File: config.mk
export PLATFORM = sky130hd
export DESIGN_NAME = tun_cell
export DESIGN_NICKNAME = d
export VERILOG_FILES = /design/src/tun_cell.sv
export SDC_FILE = /design/constraint.sdc
export NUM_CORES = 2
export LEC_CHECK = 0
export BUFFER_PORTS_ARGS = -buffer_cell sky130_fd_sc_hd__buf_2
export CAP_MARGIN = 0
export CORE_AREA = 3 3 585 587
export CTS_BUF_LIST = sky130_fd_sc_hd__clkbuf_4
export DETAILED_ROUTE_END_ITERATION = 16
export DIE_AREA = 0 0 588 590
export PLACE_DENSITY = 0.32
export SLEW_MARGIN = 5
export SYNTH_ARGS = -nofsm -noshare
export SYNTH_HDL_FRONTEND = slang
export SYNTH_SLANG_ARGS = --single-unit
File: constraint.sdc
create_clock -name clk -period 26.7 [get_ports clk]
set_input_delay 8.01 -clock clk [delete_from_list [all_inputs] [get_ports clk]]
set_output_delay 8.01 -clock clk [all_outputs]
set_load 0.02 [all_outputs]
File: src/tun_cell.sv
module tun_cell #(
  parameter int SW  = 56,
  parameter int QW  = 15,
  parameter int AW  = 88,
  parameter int PW  = 74,
  parameter int BIT = 0
) (
  input  logic                 clk,
  input  logic                 adv,
  input  logic [SW-1:0]        s_i,
  input  logic [SW-1:0]        r_i [3],
  input  logic [2:0]           g_i,
  input  logic [QW-1:0]        q_i [3],
  input  logic [AW-1:0]        a_i [3],
  input  logic signed [PW-1:0] p_i [3],
  output logic [SW-1:0]        s_o,
  output logic [SW-1:0]        r_o [3],
  output logic [2:0]           g_o,
  output logic [QW-1:0]        q_o [3],
  output logic [AW-1:0]        a_o [3],
  output logic signed [PW-1:0] p_o [3]
);
  // One bit of a restoring search: try setting bit BIT in each quotient.
  // a holds (2q-1)^2 * s and p holds (2q-1) * s, so a trial is shifts and adds.
  localparam int XW = AW + 2;
  localparam int RS = 2 * QW;

  logic [QW-1:0]        q_nxt [3];
  logic [AW-1:0]        a_nxt [3];
  logic signed [PW-1:0] p_nxt [3];
  logic [QW-1:0]        q_r [3];
  logic [AW-1:0]        a_r [3];
  logic signed [PW-1:0] p_r [3];
  logic [SW-1:0]        r_r [3];
  logic [SW-1:0]        s_r;
  logic [2:0]           g_r;

  always_comb begin
    logic [XW-1:0] trial;
    logic [XW-1:0] bound;
    for (int i = 0; i < 3; i++) begin
      trial = XW'(a_i[i]) + (XW'(p_i[i]) << (BIT + 2)) + (XW'(s_i) << (2 * BIT + 2));
      bound = XW'(r_i[i]) << RS;
      if (trial <= bound) begin
        q_nxt[i] = q_i[i] | (QW'(1) << BIT);
        a_nxt[i] = AW'(trial);
        p_nxt[i] = p_i[i] + (PW'(s_i) << (BIT + 1));
      end else begin
        q_nxt[i] = q_i[i];
        a_nxt[i] = a_i[i];
        p_nxt[i] = p_i[i];
      end
    end
  end

  always_ff @(posedge clk) begin
    if (adv) begin
      q_r <= q_nxt;
      a_r <= a_nxt;
      p_r <= p_nxt;
      r_r <= r_i;
      s_r <= s_i;
      g_r <= g_i;
    end
  end

  assign q_o = q_r;
  assign a_o = a_r;
  assign p_o = p_r;
  assign r_o = r_r;
  assign s_o = s_r;
  assign g_o = g_r;
endmodule

==> flow_summary.yaml <==
clock_network:
  numCtsBuffers: 272
  cts_tree: "yes"
  clock_sinks: 758
  clk_pin_slew_ns: 0.05
  cts_hold_buf: 0
  clock_path_buffers: 4
  htree_levels: 5
  cts_resized: 0
  post-cts-setup-buffer-count: 0
  root_buffer: "clkbuf_4"
setup_path:
  crit_type: "in -> reg"
  critPathMostFrequentCell: "nor4_1"
  critPathMaxFanout: 83
  end_kind: "register"
  crit_required_ns: 27.73
  cp-startpoint: "s_i[1]"
  critical_path.max_stage_delay_ns: 0.93
  critical_path_arrival_ns: 19.88
  critical-path-slowest-cell: "nor3_1"
  worst_setup_path_start_kind: "input pin"
final_layout:
  nFillCells: 37200
  final_design_area_no_fill_um2: 78900
  stdcell_count: 12500
  fin_nets: 9359
  synthToLayoutAreaGrowth_pct: 26.2
  layout_commonest_cell: "buf_2"
  layout_common_cells: "buf_2 (1516), edfxtp_1 (758), ha_1 (684)"
  drive_above_1_share_pct: 29.6
synth:
  syn_area_per_cell_um2: 10.2
  async_flop_share_pct: 0
  synth_nets: 7742
  seq_area_frac_synth_pct: 36.4
  synth_cell_types: 92
  synth_edf_count: 758
  postSynthCellCount: 6124
  synth_ff_type: "edfxtp_1"
  netlist_area_um2: 62500
  yosys_warnings: 0
  synth-seq-cells: 758
floorplanning:
  chipWidth_um: 588
  fp.dieArea_um2: 347000
  die_y_um: 590
  coreArea_um2: 337000
  initial_utilization_pct: 18.6
  pin_count: 1518
  core.rowCount: 213
pwr:
  clkPwrFrac_pct: 26.2
  p_switching_mw: 2.29
  netSwitchingFraction_pct: 43.7
  intPower_mw: 2.94
  combPwrFrac_pct: 44.9
  power.density_nw_per_um2: 66.3
  leakage_nw: 34.3
  power_mw: 5.23
  p_seq_share_pct: 28.9
  peakVddDrop_mv: 0.0299
detailed_routing:
  first_iter_violations: 4522
  routed_via_density: 4.67
  routed_wl_um: 381000
  ant_nets: 0
  vias: 58400
  dr.pass1.iters: 6
  wl_per_cell_um: 30.4
  drc: 0
place:
  port_buffers: 1517
  placed_cell_area_um2: 75400
  placedCellCount: 12000
  gp_congestion: 0.896
  dp_hpwl_um: 326000
timing:
  slew_viol_final: 0
  finalHoldViolCount: 0
  max_freq_ghz: 0.0531
  tns_ns: 0
  relSlewSlack_pct: 17.7
  tightest_slew_ns: 1.23
  setup_viol_count_final: 0
  rsz0062_at_grt: "false"
  period_needed_ns: 18.85
  fin_crit_sh_pct: 70.6
hold_path:
  min-delay-start: "r_i[47]"
  holdPathStages: 1
  hold_path_class: "in -> reg"
  min_to: "r_o[47]$_DFFE_PP_"
global_route:
  grt_pass1_wl_um: 506000
  grt_pass1_vias: 58300
  antenna_found_initial: 245
  grt.total_usage_pct: 21.0
  grt_max_degree: 130
  grt-ovfl-total: 0
job:
  max-cap-violations: 0
status:
  outcome: "complete, no violations"
-- final cells by class --
| class | count | area [um^2] | area share [%] |
|---|---|---|---|
| well taps | 4515 | 5650 | 7.16 |
| repair buffers | 1597 | 8220 | 10.4 |
| clock inverters | 66 | 464 | 0.589 |
| diodes | 72 | 180 | 0.228 |
| flip-flops and latches | 758 | 22800 | 28.9 |
| inverters | 291 | 1090 | 1.38 |
| multi-input cells | 4821 | 37700 | 47.7 |
| clock buffers | 381 | 2860 | 3.63 |
-- how the worst max path moves through the flow --
| stage | endpoint | slack, ns | depth (start not counted) |
|---|---|---|---|
| after global routing | a_o[183]$_DFFE_PP_ | 6.97 | 31 |
| after detailed placement | a_o[183]$_DFFE_PP_ | 6.12 | 30 |
| after CTS | a_o[183]$_DFFE_PP_ | 7.65 | 30 |
| after floorplan | a_o[45]$_DFFE_PP_ | 11.36 | 28 |
| final | a_o[180]$_DFFE_PP_ | 7.85 | 32 |
| after global placement | p_o[149]$_DFFE_PP_ | 6.28 | 30 |
-- layer usage --
layer  vias up  share of wire, %  GRT usage [%]
li1      26500                 -              -
met1     28700                44           27.2
met2      2467                45           33.6
met3       660               7.7           5.85
met4       112               3.3           6.55
met5         -              0.18              0
-- sequential cells by signal (all words and copies together) (netlist names) --
name,cells
p_o,222
s_o,56
r_o,168
g_o,3
a_o,264
q_o,45
-- worst max-delay path: cells and delay by family --
kind / cells / cell delay (ns)
adder cells (fa/ha/maj): 4 / 1.46
XOR/XNOR: 1 / 0.11
AND/OR/NAND/NOR: 10 / 4.38
buffers and inverters: 4 / 1.40
AO/OA/AOI/OAI: 12 / 3.88
multiplexers: 1 / 0.42
-- stage by stage --
step	hold slack, ns	setup slack (ns)	util, %
floorplan	8.11	11.36	-
global placement	8.19	6.28	22.4
detailed placement	8.19	6.12	22.4
CTS	6.58	7.65	23.4
global route	6.64	6.97	23.4
finish	6.86	7.85	23.4
-- kinds of logic (layout without fill, tap and decap cells) --
family | Yosys count | in the layout | share of synthesized area [%]
AOI/OAI and AO/OA | 1777 | 1777 | 18.1
and+or+nand+nor | 1461 | 1461 | 11.5
DFF | 758 | 758 | 36.4
other | 0 | 72 | 0
adders and majority gates | 858 | 858 | 19.3
buffers and inverters | 545 | 2335 | 3.42
muxes | 287 | 287 | 5.19
xor gates and xnor gates | 438 | 438 | 6.14
-- Yosys cell counts (9+ instances only) --
| library cell | count | area share [%] |
|---|---|---|
| edfxtp_1 | 758 | 36 |
| ha_1 | 684 | 14 |
| a21oi_1 | 536 | 4.3 |
| nand2_1 | 473 | 2.8 |
| o21ai_0 | 388 | 3.1 |
| a21o_1 | 313 | 3.8 |
| inv_1 | 291 | 1.7 |
| mux2_2 | 282 | 5.1 |
| nor2_1 | 279 | 1.7 |
| xnor2_1 | 230 | 3.2 |
| xor2_1 | 208 | 2.9 |
| clkbuf_1 | 196 | 1.2 |
| nand4_1 | 183 | 1.8 |
| fa_1 | 174 | 5.6 |
| nand3_1 | 110 | 0.88 |
| o21bai_1 | 93 | 1.1 |
| nor3_1 | 87 | 0.70 |
| nor2b_1 | 55 | 0.55 |
| nand2b_1 | 54 | 0.54 |
| a31oi_1 | 52 | 0.52 |
| o21a_1 | 48 | 0.58 |
| and3_1 | 46 | 0.46 |
| o31ai_1 | 41 | 0.49 |
| buf_2 | 40 | 0.32 |
| a211oi_1 | 39 | 0.47 |
| nor4_1 | 39 | 0.39 |
| and2_1 | 33 | 0.33 |
| o211ai_1 | 33 | 0.40 |
| a221oi_1 | 25 | 0.35 |
| o31a_1 | 20 | 0.28 |
| or3_1 | 20 | 0.20 |
| a211o_1 | 18 | 0.25 |
| a21boi_0 | 18 | 0.22 |
| a221o_1 | 18 | 0.29 |
| and4_1 | 18 | 0.25 |
| a41oi_1 | 14 | 0.20 |
| a2111oi_0 | 12 | 0.17 |
| a31o_2 | 11 | 0.15 |
| or2_2 | 11 | 0.11 |
| o2111ai_1 | 10 | 0.14 |
| or4_1 | 10 | 0.12 |
| nand3b_1 | 9 | 0.11 |
| nor4b_1 | 9 | 0.13 |
-- power by group through the flow --
| stage | sequential (mW) | clock (mW) | combinational [mW] |
|---|---|---|---|
| after floorplan | 1.68 | 0 | 1.20 |
| after CTS | 1.51 | 1.46 | 2.36 |
| after global routing | 1.52 | 1.51 | 2.55 |
| after detailed placement | 1.53 | 0 | 2.35 |
| final | 1.51 | 1.37 | 2.35 |
| after global placement | 1.54 | 0 | 2.36 |
Power figures use the tool's default switching activity.
